## src/hw/rtl/mbe_pkg.sv

```systemverilog
// Shared types and constants for the Mandelbrot escape-time block.
// Depends on nothing; imported by every module of the block.
package mbe_pkg;

    localparam int COORD_WIDTH = 32;
    localparam int FRAC_BITS   = 28;
    localparam int ITER_WIDTH  = 16;
    localparam int CFG_WIDTH   = 16;

    // z is kept as signed Q8.FRAC_BITS.
    localparam int Z_WIDTH   = COORD_WIDTH + 4;
    // Multiplier operands are magnitudes no larger than 2.0.
    localparam int MAG_WIDTH = FRAC_BITS + 2;
    localparam int PROD_WIDTH = 2 * MAG_WIDTH;

    localparam logic [ITER_WIDTH-1:0] MAX_ITER_RESET = ITER_WIDTH'(1000);

    typedef struct packed {
        logic signed [COORD_WIDTH-1:0] c_re;
        logic signed [COORD_WIDTH-1:0] c_im;
    } in_item_t;

    typedef struct packed {
        logic [ITER_WIDTH-1:0] iteration_count;
        logic                  in_set;
    } out_item_t;

endpackage

```

## src/hw/rtl/mandelbrot_escape_iteration.sv

```systemverilog
// Top level of the Mandelbrot escape-time block: sequencer, z registers, result stage.
// Depends on mbe_pkg and on mbe_mul, the one multiplier shared by every step.
//
//   Channel  Ports                          Direction  Carries
//   -------  -----------------------------  ---------  ------------------------------
//   s_       s_valid, s_ready, s_data       in         point c (c_re, c_im), Q4.28
//   m_       m_valid, m_ready, m_data       out        iteration_count, in_set
//   cfg_     cfg_valid, cfg_ready, cfg_data in         max_iterations
//
// A point stops on the limit or on a part of z above 2.0, or when the sum of squares exceeds 4;
// each iteration is four steps (CHECK, SQ_Y, TEST, UPDATE) around the one shared multiplier.
// After the result is registered the block returns to idle and can take the next request.
// A finished result waits in the output register while the next request runs; if it still
// waits when that point ends, the point holds in its result step until the register is taken.
// Reset (aresetn low, synchronous) empties the output and sets max_iterations to 1000. The
// configuration port is always ready.
module mandelbrot_escape_iteration import mbe_pkg::*; (
    input  logic                 aclk,
    input  logic                 aresetn,
    input  logic                 s_valid,
    output logic                 s_ready,
    input  in_item_t             s_data,
    output logic                 m_valid,
    input  logic                 m_ready,
    output out_item_t            m_data,
    input  logic                 cfg_valid,
    output logic                 cfg_ready,
    input  logic [CFG_WIDTH-1:0] cfg_data
);

    // One iteration walks CHECK -> SQ_Y -> TEST -> UPDATE. The multiplier product
    // is registered and shows up in the cycle after its operands, so each step consumes
    // the product that the previous step requested.
    typedef enum logic [2:0] {
        S_IDLE,
        S_CHECK,
        S_SQ_Y,
        S_TEST,
        S_UPDATE,
        S_RESULT
    } state_t;

    localparam logic [Z_WIDTH-1:0]    TWO_Z      = Z_WIDTH'(2) << FRAC_BITS;
    localparam logic [PROD_WIDTH:0]   FOUR_SQ    = (PROD_WIDTH+1)'(1) << (2*FRAC_BITS + 2);

    state_t                       state_reg, state_next;
    logic signed [COORD_WIDTH-1:0] c_re_reg, c_re_next;
    logic signed [COORD_WIDTH-1:0] c_im_reg, c_im_next;
    logic signed [Z_WIDTH-1:0]    x_reg, x_next;
    logic signed [Z_WIDTH-1:0]    y_reg, y_next;
    logic [ITER_WIDTH-1:0]        n_reg, n_next;
    logic [ITER_WIDTH-1:0]        max_reg, max_next;
    logic [PROD_WIDTH-1:0]        xx_reg, xx_next;
    logic [PROD_WIDTH-1:0]        yy_reg, yy_next;
    logic                         m_valid_reg, m_valid_next;
    out_item_t                    m_data_reg, m_data_next;

    logic [Z_WIDTH-1:0]           mag_x, mag_y;
    logic                         big_z;
    logic [MAG_WIDTH-1:0]         mul_a, mul_b;
    logic [PROD_WIDTH-1:0]        prod;
    logic [PROD_WIDTH:0]          sq_sum;
    logic                         escaped;
    logic                         xy_neg;
    logic signed [Z_WIDTH-1:0]    xx_z, yy_z, xy_mag, xy2_z;
    logic                         out_free;

    assign s_ready   = (state_reg == S_IDLE);
    assign cfg_ready = 1'b1;
    assign m_valid   = m_valid_reg;
    assign m_data    = m_data_reg;
    assign out_free  = !m_valid_reg || m_ready;

    // Magnitudes of z. Either part above 2.0 already means |z|^2 > 4, so the
    // multiplier only ever sees magnitudes of at most 2.0.
    assign mag_x = x_reg[Z_WIDTH-1] ? Z_WIDTH'(-x_reg) : Z_WIDTH'(x_reg);
    assign mag_y = y_reg[Z_WIDTH-1] ? Z_WIDTH'(-y_reg) : Z_WIDTH'(y_reg);
    assign big_z = (mag_x > TWO_Z) || (mag_y > TWO_Z);

    // CHECK asks for x*x, SQ_Y for y*y, TEST for x*y.
    assign mul_a = (state_reg == S_SQ_Y) ? mag_y[MAG_WIDTH-1:0] : mag_x[MAG_WIDTH-1:0];
    assign mul_b = (state_reg == S_CHECK) ? mag_x[MAG_WIDTH-1:0] : mag_y[MAG_WIDTH-1:0];

    mbe_mul u_mul (
        .aclk     (aclk),
        .a        (mul_a),
        .b        (mul_b),
        .prod_reg (prod)
    );

    // Exact escape test on the full-width squares (prod holds y*y in TEST).
    assign sq_sum  = {1'b0, xx_reg} + {1'b0, prod};
    assign escaped = sq_sum > FOUR_SQ;

    // Update arithmetic; squares are non-negative so truncation is the floor.
    // The cross term 2xy is floored toward minus infinity by rounding the
    // magnitude up when the product is negative and has dropped bits.
    assign xy_neg = x_reg[Z_WIDTH-1] ^ y_reg[Z_WIDTH-1];
    assign xx_z   = Z_WIDTH'(xx_reg >> FRAC_BITS);
    assign yy_z   = Z_WIDTH'(yy_reg >> FRAC_BITS);
    assign xy_mag = Z_WIDTH'(prod >> (FRAC_BITS - 1))
                  + Z_WIDTH'(xy_neg && (|prod[FRAC_BITS-2:0]));
    assign xy2_z  = xy_neg ? Z_WIDTH'(-xy_mag) : xy_mag;

    always_comb begin
        state_next   = state_reg;
        c_re_next    = c_re_reg;
        c_im_next    = c_im_reg;
        x_next       = x_reg;
        y_next       = y_reg;
        n_next       = n_reg;
        max_next     = max_reg;
        xx_next      = xx_reg;
        yy_next      = yy_reg;
        m_valid_next = m_valid_reg;
        m_data_next  = m_data_reg;

        if (m_valid_reg && m_ready) begin
            m_valid_next = 1'b0;
        end

        if (cfg_valid) begin
            max_next = ITER_WIDTH'(cfg_data);
        end

        unique case (state_reg)
            S_IDLE: begin
                if (s_valid) begin
                    c_re_next  = s_data.c_re;
                    c_im_next  = s_data.c_im;
                    x_next     = '0;
                    y_next     = '0;
                    n_next     = '0;
                    state_next = S_CHECK;
                end
            end
            S_CHECK: begin
                // The limit is checked before the escape test, as in the loop header.
                if ((n_reg >= max_reg) || big_z) begin
                    state_next = S_RESULT;
                end else begin
                    state_next = S_SQ_Y;
                end
            end
            S_SQ_Y: begin
                xx_next    = prod;
                state_next = S_TEST;
            end
            S_TEST: begin
                yy_next = prod;
                if (escaped) begin
                    state_next = S_RESULT;
                end else begin
                    state_next = S_UPDATE;
                end
            end
            S_UPDATE: begin
                x_next     = xx_z - yy_z + Z_WIDTH'(c_re_reg);
                y_next     = xy2_z + Z_WIDTH'(c_im_reg);
                n_next     = n_reg + ITER_WIDTH'(1);
                state_next = S_CHECK;
            end
            S_RESULT: begin
                if (out_free) begin
                    m_valid_next                = 1'b1;
                    m_data_next.iteration_count = n_reg;
                    m_data_next.in_set          = (n_reg == max_reg);
                    state_next                  = S_IDLE;
                end
            end
            default: begin
                state_next = S_IDLE;
            end
        endcase
    end

    always_ff @(posedge aclk) begin
        if (!aresetn) begin
            state_reg   <= S_IDLE;
            m_valid_reg <= 1'b0;
            max_reg     <= MAX_ITER_RESET;
        end else begin
            state_reg   <= state_next;
            m_valid_reg <= m_valid_next;
            max_reg     <= max_next;
        end
        c_re_reg   <= c_re_next;
        c_im_reg   <= c_im_next;
        x_reg      <= x_next;
        y_reg      <= y_next;
        n_reg      <= n_next;
        xx_reg     <= xx_next;
        yy_reg     <= yy_next;
        m_data_reg <= m_data_next;
    end

endmodule

```

## src/hw/rtl/mbe_mul.sv

```systemverilog
// Shared unsigned multiplier with a registered product.
// Depends on mbe_pkg for the operand and product widths.
module mbe_mul import mbe_pkg::*; (
    input  logic                  aclk,
    input  logic [MAG_WIDTH-1:0]  a,
    input  logic [MAG_WIDTH-1:0]  b,
    output logic [PROD_WIDTH-1:0] prod_reg
);

    // Payload only, so no reset is needed.
    always_ff @(posedge aclk) begin
        prod_reg <= a * b;
    end

endmodule

```

## config.mk

```make
export PLATFORM = sky130hd
export DESIGN_NAME = mandelbrot_escape_iteration
export DESIGN_NICKNAME = d
export VERILOG_FILES = /design/src/hw/rtl/mbe_pkg.sv /design/src/hw/rtl/mandelbrot_escape_iteration.sv /design/src/hw/rtl/mbe_mul.sv
export SDC_FILE = /design/constraint.sdc
export NUM_CORES = 2
export LEC_CHECK = 0
export BUFFER_PORTS_ARGS = -buffer_cell sky130_fd_sc_hd__buf_2
export CAP_MARGIN = 20
export CORE_MARGIN = 5
export CORE_UTILIZATION = 55
export CTS_CLUSTER_SIZE = 30
export DETAILED_ROUTE_END_ITERATION = 10
export GPL_TIMING_DRIVEN = 0
export HOLD_SLACK_MARGIN = 0.08
export PLACE_DENSITY = 0.74
export SYNTH_ARGS = -nofsm -noshare
export SYNTH_HDL_FRONTEND = slang
export SYNTH_HIERARCHICAL = 1
export SYNTH_SLANG_ARGS = --single-unit
```

## constraint.sdc

```tcl
create_clock -name aclk -period 9.35 [get_ports aclk]
set_input_delay 0.935 -clock aclk [delete_from_list [all_inputs] [get_ports aclk]]
set_output_delay 0.935 -clock aclk [all_outputs]
set_load 0.02 [all_outputs]
```

# After elaboration in Yosys (flattened, before gate mapping)
# Cells that the tools add are included.
[totals]
regBits = 369
latchBits = 0
ramBits = 0
mem_bits_ro = 0
input_bits = 85
out_inout_bits = 20
word_cells = 67
memories = 0
[op_classes]
add_sub_neg = 9
multipliers = 1
div = 0
n_lt_le_gt_ge = 4
eq_ne = 8
shifts = 0
mux = 18
bitwise_logic = 1
reduce_logical = 13
[ops]
columns = ["op", "n"]
rows = [
  ["two-way mux 36 bit", 4],
  ["case mux 36 bit (2 select lines)", 2],
  ["> comparator 36 x 30 -> 1 bit, second input constant", 2],
  ["negation 36 bit", 2],
  ["adder 60 x 60 -> 61 bit", 1],
  ["> comparator 61 x 59 -> 1 bit, second input constant", 1],
  ["multiplier 30 x 30 -> 60 bit", 1],
  ["two-way mux 30 bit", 2],
  ["adder 36 x 32 -> 36 bit", 1],
  ["negation 34 -> 36 bit", 1],
  ["adder 33 x 1 -> 34 bit", 1],
  ["adder 33 x 32 -> 34 bit", 1],
  ["subtractor 32 x 32 -> 33 bit", 1],
  ["case mux 16 bit (2 select lines)", 1],
  ["OR reduction 27 bit", 1],
  ["case mux 3 bit (6 select lines)", 1],
  ["adder 16 x 1 -> 16 bit, second input constant", 1],
  ["== test 16 bit", 1],
  ["greater-or-equal comparator 16 bit", 1],
  ["two-way mux 16 bit", 1],
  ["two-way mux 3 bit", 3],
  ["AND reduction 2 bit", 4],
  ["== test 3 x 2 -> 1 bit, second input constant", 2],
  ["== test 3 bit, second input constant", 2],
  ["other kinds (9)", 16],
]

# Depth between registers and ports, before layout
[logic_depth]
word_depth = 7
ltp_mapped = 35
ltp_nobuf = 33

# Modules after synthesis
# The synthesis kept the hierarchy.
[modules_own_cells]
columns = ["module", "instances", "cells_each", "area_each_um2", "seq_area_each_um2"]
rows = [
  ["mbe_mul", 1, 3406, 30960.9, 1201.2],
  ["mandelbrot_escape_iteration", 1, 2432, 22325.2, 8177.8],
]

# Least setup slack after synthesis
# No wires, ideal clock.
[synth_path]
kind = "reg-to-reg"
from = "register state_reg[1]"
to = "register u_mul.prod_reg[54]"
setup_time_ns = 0.072
arrival_time_ns = 9.416
t_required_ns = 9.278
path_slack_ns = -0.138
stages_incl_launch_ff = 30
n_path_buf = 4
period_less_slack_ns = 9.488
path_cell_list = "dfxtp_1 -> clkbuf_1 -> nand2_1 -> inv_2 -> buf_1 -> a21oi_1 -> clkbuf_1 -> and2_1 -> fa_1 -> fa_1 -> inv_1 -> fa_1 -> fa_1 -> inv_1 -> fa_1 -> fa_1 -> fa_1 -> inv_1 -> fa_1 -> inv_1 -> ha_1 -> buf_2 -> a21o_1 -> a31oi_1 -> or3_1 -> a32oi_2 -> o31ai_4 -> o31a_4 -> o21ai_1 -> xor2_1"
[synth_between]
elab_chain_cells = 3
elab_cells_between_ends = 5
cone_classes = "mul: 1; eq/ne: 2; mux: 2"
[synth_lines]
columns = ["element", "line_no", "text"]
rows = [
  ["start, declared", "mandelbrot_escape_iteration.sv:46", "state_t state_reg, state_next;"],
  ["start signal, assigned", "mandelbrot_escape_iteration.sv:183", "state_reg <= state_next;"],
  ["== test 3 x 2 -> 1 bit", "mandelbrot_escape_iteration.sv:81", "assign mul_a = (state_reg == S_SQ_Y) ? mag_y[MAG_WIDTH-1:0] : mag_x[MAG_WIDTH-1:0];"],
  ["two-way mux 30 bit", "mandelbrot_escape_iteration.sv:81", ""],
  ["via mul_a[16]", "mandelbrot_escape_iteration.sv:60", "logic [MAG_WIDTH-1:0] mul_a, mul_b;"],
  ["multiplier 30 x 30 -> 60 bit", "mbe_mul.sv:12", "prod_reg <= a * b;"],
  ["end signal, assigned", "mbe_mul.sv:12", ""],
  ["end, declared", "mbe_mul.sv:7", "output logic [PROD_WIDTH-1:0] prod_reg"],
]
# The timed path passes the listed nets, and every way through them passes these cells.
# A chain may end at the register's enable or synchronous reset.

# Worst setup path in the final report
[layout_path]
from = "register x_reg[21]"
to = "register u_mul.prod_reg[59]"
[layout_between]
elab_chain_cells = 4
elab_cells_between_ends = 5
cone_classes = "add/sub: 1; mul: 1; mux: 3"
[layout_lines]
columns = ["element", "line_no", "text"]
rows = [
  ["start, declared", "mandelbrot_escape_iteration.sv:49", "logic signed [Z_WIDTH-1:0] x_reg, x_next;"],
  ["start signal, assigned", "mandelbrot_escape_iteration.sv:189", "x_reg <= x_next;"],
  ["negation 36 bit", "mandelbrot_escape_iteration.sv:76", "assign mag_x = x_reg[Z_WIDTH-1] ? Z_WIDTH'(-x_reg) : Z_WIDTH'(x_reg);"],
  ["two-way mux 36 bit", "mandelbrot_escape_iteration.sv:76", ""],
  ["two-way mux 30 bit", "mandelbrot_escape_iteration.sv:82", "assign mul_b = (state_reg == S_CHECK) ? mag_x[MAG_WIDTH-1:0] : mag_y[MAG_WIDTH-1:0];"],
  ["via mul_b[28]", "mandelbrot_escape_iteration.sv:60", ""],
  ["multiplier 30 x 30 -> 60 bit", "mbe_mul.sv:12", ""],
]
# The timed path passes the listed nets, and every way through them passes these cells.

==> results.md <==
- The flow ran to the end, but the final reports show violations.
- The checks that failed: negative setup slack.
- The kind of start point of the critical path is a flop.
- The final standard cell area without fillers is 59,500 sq um.
- The number of clock sinks is 339.
- For met1 alone, demand over resource in global routing was 45.1%.
- The count of nets left with antenna violations once routing finished came out at 0.
- For this run the aggregate overflow at the end of global routing stands at 0.
- After floorplanning, the core was divided into 114 placement rows.
- The count of state elements after synthesis is 339.
- The average detailed-routed wire length per instance is 24.6 microns.
- The sum of routed wire length over all layers is 182 mm.
- The starting density of the core is 55.3%.
- In this run, synthesis inferred 259 flip-flops with an integrated enable.
- In this run the worst path has a maximum fanout of 10.
- The first global-routing pass estimated 270 mm of wire.
- The core region is 96,400 sq um.
- Yosys printed 6 warnings.
- The total count of hold-check failures in the final report was 0.
- The number of levels in the clock H-tree is 2.
- The arrival time of the worst setup path is 10.08 ns.
- The fraction of the cycle the final worst path needs is 102%.
- The clock skew is 0.0409 ns.
- The most frequently used flop master after synthesis is sky130_fd_sc_hd__edfxtp_1.
- STA classifies the critical path endpoint as a flop.
- The final layout contains 7,396 nets.
- The cell seen most often among critical-path stages is sky130_fd_sc_hd__fa_1.
- The overall fraction of global-route tracks in use is 34.6%.
- In this run the most used layer during global routing was met2.
- The critical path class is flop to flop.
- The TritonCTS clock tree is done.
- Global routing consumed, on the met3 layer, 10.0% of the routing resources.
- After detailed placement, the total cell area comes to 55,500 sq um.
- Headroom to the max-slew limit came out at 31.3%.
- During placement, the flow inserted port buffers numbering 102.
- Prior to clock tree synthesis, the placed netlist has a worst setup slack of -1.29 ns.
- The instance count of the mapped netlist is 5,838.
- The number of placed I/O pins is 105.
- The via count of the first global-routing pass is 44,300.
- After layout, the worst setup slack is -0.226 ns.
- For this run, asynchronously set or reset flops after synthesis account for 0%.
- The max-slew violation total from the final report came to 0.
- The clock latency at the later pin of the worst-skew pair is 0.61 ns.
- The total DRC errors in the routed layout is 0.
- The total die area is 103,000 sq um.
- Setup repair after global routing could not meet its margin everywhere.
- The worst hold path belongs to the class flop to flop.
- The share of post-route cells with drive strength above 1 is 11.6%.
- The post-synth net total is 7,139.
- In the global route stage, met2 resource usage came out at 52.1%.
- The vias after detailed routing is 44,300.
- The unique cell type count in the Yosys netlist is 103.
- Max-cap violations in this run came to 0.
- In this design, the stage delay of the slowest critical-path cell is 0.62 ns.
- Dividing the detail-routed via count by the number of cells gives 5.98.
- For this run, the top clock speed supported by timing is 104 MHz.
- The maximum clock path buffer count is 3.
- The slew at the pin closest to its max-slew limit is 1.03 ns.
- A synthesized cell averages 9.13 sq um.
- The minimum period implied by the final worst setup slack is 9.58 ns.
- The library cell used most frequently in the layout, excluding fill and tap cells, is sky130_fd_sc_hd__inv_1.
- In this run the horizontal extent of the chip is 321 microns.
- The first-pass iteration count of the detailed router is 6.
- In the layout the commonest cells are sky130_fd_sc_hd__inv_1, sky130_fd_sc_hd__fa_1, sky130_fd_sc_hd__nand2_1, sky130_fd_sc_hd__and2_1, sky130_fd_sc_hd__ha_1.
- The global placement routability congestion is 1.03.
- The number of DRC markers after the initial detailed-route iteration is 4,661.
- Measured along the y axis, the die boundary spans 321 microns.
- On the final layout, the worst hold slack is 0.482 ns.
- The number of clock buffers added by TritonCTS is 40.
- The largest net degree at the start of global routing is 66.
- Compared with the post-synthesis result, the final layout area differs by 11.6%.
- The tree is rooted in a sky130_fd_sc_hd__clkbuf_16.
- Setup violations remaining at the end of the flow were counted as 12.
- The synthesized area is 53,300 sq um.
- Of the synthesized area, sequential elements account for 17.6%.
- The slowest cell on the critical path is sky130_fd_sc_hd__fa_1.
- The required time at the worst-slack endpoint is 9.85 ns.
- The register clock-pin slew on the reported worst setup and hold paths is 0.06 ns.
- The HPWL reported at the end of detailed placement is 147 mm.
- The initial antenna violation count came to 14.
-- area by class of cell --
class	instances	area, sq um
clock inverters	20	195
inverters	940	3530
diodes	12	30.0
multi-input cells	4272	40300
flip-flops and latches	339	9380
fillers	8155	36900
repair buffers	225	1540
clock buffers	53	1090
plain buffers	277	1830
well taps	1276	1600
-- metrics by stage --
stage	setup TNS (ns)	instances	utilization [%]
global route	-2.69	7404	61.7
CTS	-0.0148	7348	60.2
global placement	-103.19	7216	57.5
finish	-1.23	7414	61.7
floorplan	0	5838	-
detailed placement	-28.71	7220	57.6
-- critical path: cells and delay by family, from the launching register on --
family | cells | cell delay, ns
XOR/XNOR | 2 | 0.77
flip-flops | 1 | 0.43
AND/OR/NAND/NOR | 5 | 1.57
adder cells (fa/ha/maj) | 9 | 4.47
buffers and inverters | 5 | 0.62
AO/OA/AOI/OAI | 7 | 1.62
-- logic make-up after synthesis --
kind of cell / Yosys count / synth area share [%]
AOI/OAI and AO/OA: 857 / 10.3
muxes: 52 / 0.981
DFF: 339 / 17.6
buffers and inverters: 1227 / 8.80
other: 1 / 0.00704
adders and majority gates: 1216 / 39.6
xor gates and xnor gates: 301 / 4.95
and+or+nand+nor: 1845 / 17.8
-- synth_stat cells (10+ instances only) --
cell / number / share of area, %
sky130_fd_sc_hd__a211oi_1: 26 / 0.37
sky130_fd_sc_hd__a21o_1: 96 / 1.4
sky130_fd_sc_hd__a21oi_1: 299 / 2.8
sky130_fd_sc_hd__a31oi_1: 29 / 0.34
sky130_fd_sc_hd__and2_1: 559 / 6.6
sky130_fd_sc_hd__and3_1: 28 / 0.33
sky130_fd_sc_hd__and4_1: 12 / 0.20
sky130_fd_sc_hd__buf_2: 18 / 0.17
sky130_fd_sc_hd__clkbuf_1: 247 / 1.7
sky130_fd_sc_hd__dfxtp_1: 80 / 3.0
sky130_fd_sc_hd__edfxtp_1: 259 / 15
sky130_fd_sc_hd__fa_1: 784 / 29
sky130_fd_sc_hd__ha_1: 432 / 10
sky130_fd_sc_hd__inv_1: 938 / 6.6
sky130_fd_sc_hd__mux2i_1: 50 / 0.94
sky130_fd_sc_hd__nand2_1: 570 / 4.0
sky130_fd_sc_hd__nand2b_1: 32 / 0.38
sky130_fd_sc_hd__nand3_1: 80 / 0.75
sky130_fd_sc_hd__nand3b_1: 12 / 0.17
sky130_fd_sc_hd__nand4_1: 65 / 0.76
sky130_fd_sc_hd__nor2_1: 272 / 1.9
sky130_fd_sc_hd__nor2b_1: 32 / 0.38
sky130_fd_sc_hd__nor3_1: 59 / 0.55
sky130_fd_sc_hd__nor4_1: 27 / 0.32
sky130_fd_sc_hd__o211ai_1: 24 / 0.34
sky130_fd_sc_hd__o21a_1: 30 / 0.42
sky130_fd_sc_hd__o21ai_0: 154 / 1.4
sky130_fd_sc_hd__o21bai_1: 30 / 0.42
sky130_fd_sc_hd__o31ai_1: 34 / 0.48
sky130_fd_sc_hd__o41ai_1: 10 / 0.16
sky130_fd_sc_hd__or2_2: 15 / 0.18
sky130_fd_sc_hd__or3_1: 28 / 0.33
sky130_fd_sc_hd__or4_1: 14 / 0.20
sky130_fd_sc_hd__xnor2_1: 181 / 3.0
sky130_fd_sc_hd__xor2_1: 120 / 2.0
-- what timing repair did --
| action | in CTS | in global routing |
|---|---|---|
| gates cloned | 0 | 3 |
| setup buffers | 57 | 59 |
| resized for setup | 286 | 380 |
| setup endpoints to repair | 35 | 34 |
| hold buffers | 0 | 0 |
| pin swaps | 35 | 55 |
-- final timing paths --
kind	end	depth (start not counted)	slack, ns	start
worst min-delay path	xx_reg[6]$_DFFE_PP_	0	0.48	u_mul/prod_reg[6]$_DFF_P_
worst max register to register	u_mul/prod_reg[59]$_DFF_P_	28	-0.23	x_reg[21]$_SDFFCE_PN0P_
worst max-delay path	u_mul/prod_reg[59]$_DFF_P_	28	-0.23	x_reg[21]$_SDFFCE_PN0P_
worst min register to register	xx_reg[6]$_DFFE_PP_	0	0.48	u_mul/prod_reg[6]$_DFF_P_
-- metal layers --
metal  vias up  wire, microns
met5         -             58
met4         8          14100
met3       678          21100
met2      2504          77600
met1     21700          69300
li1      19400              -
Power is left out: the tool's default activity adds up to more than one toggle a clock period on the data nets, which glitch-free logic cannot reach.
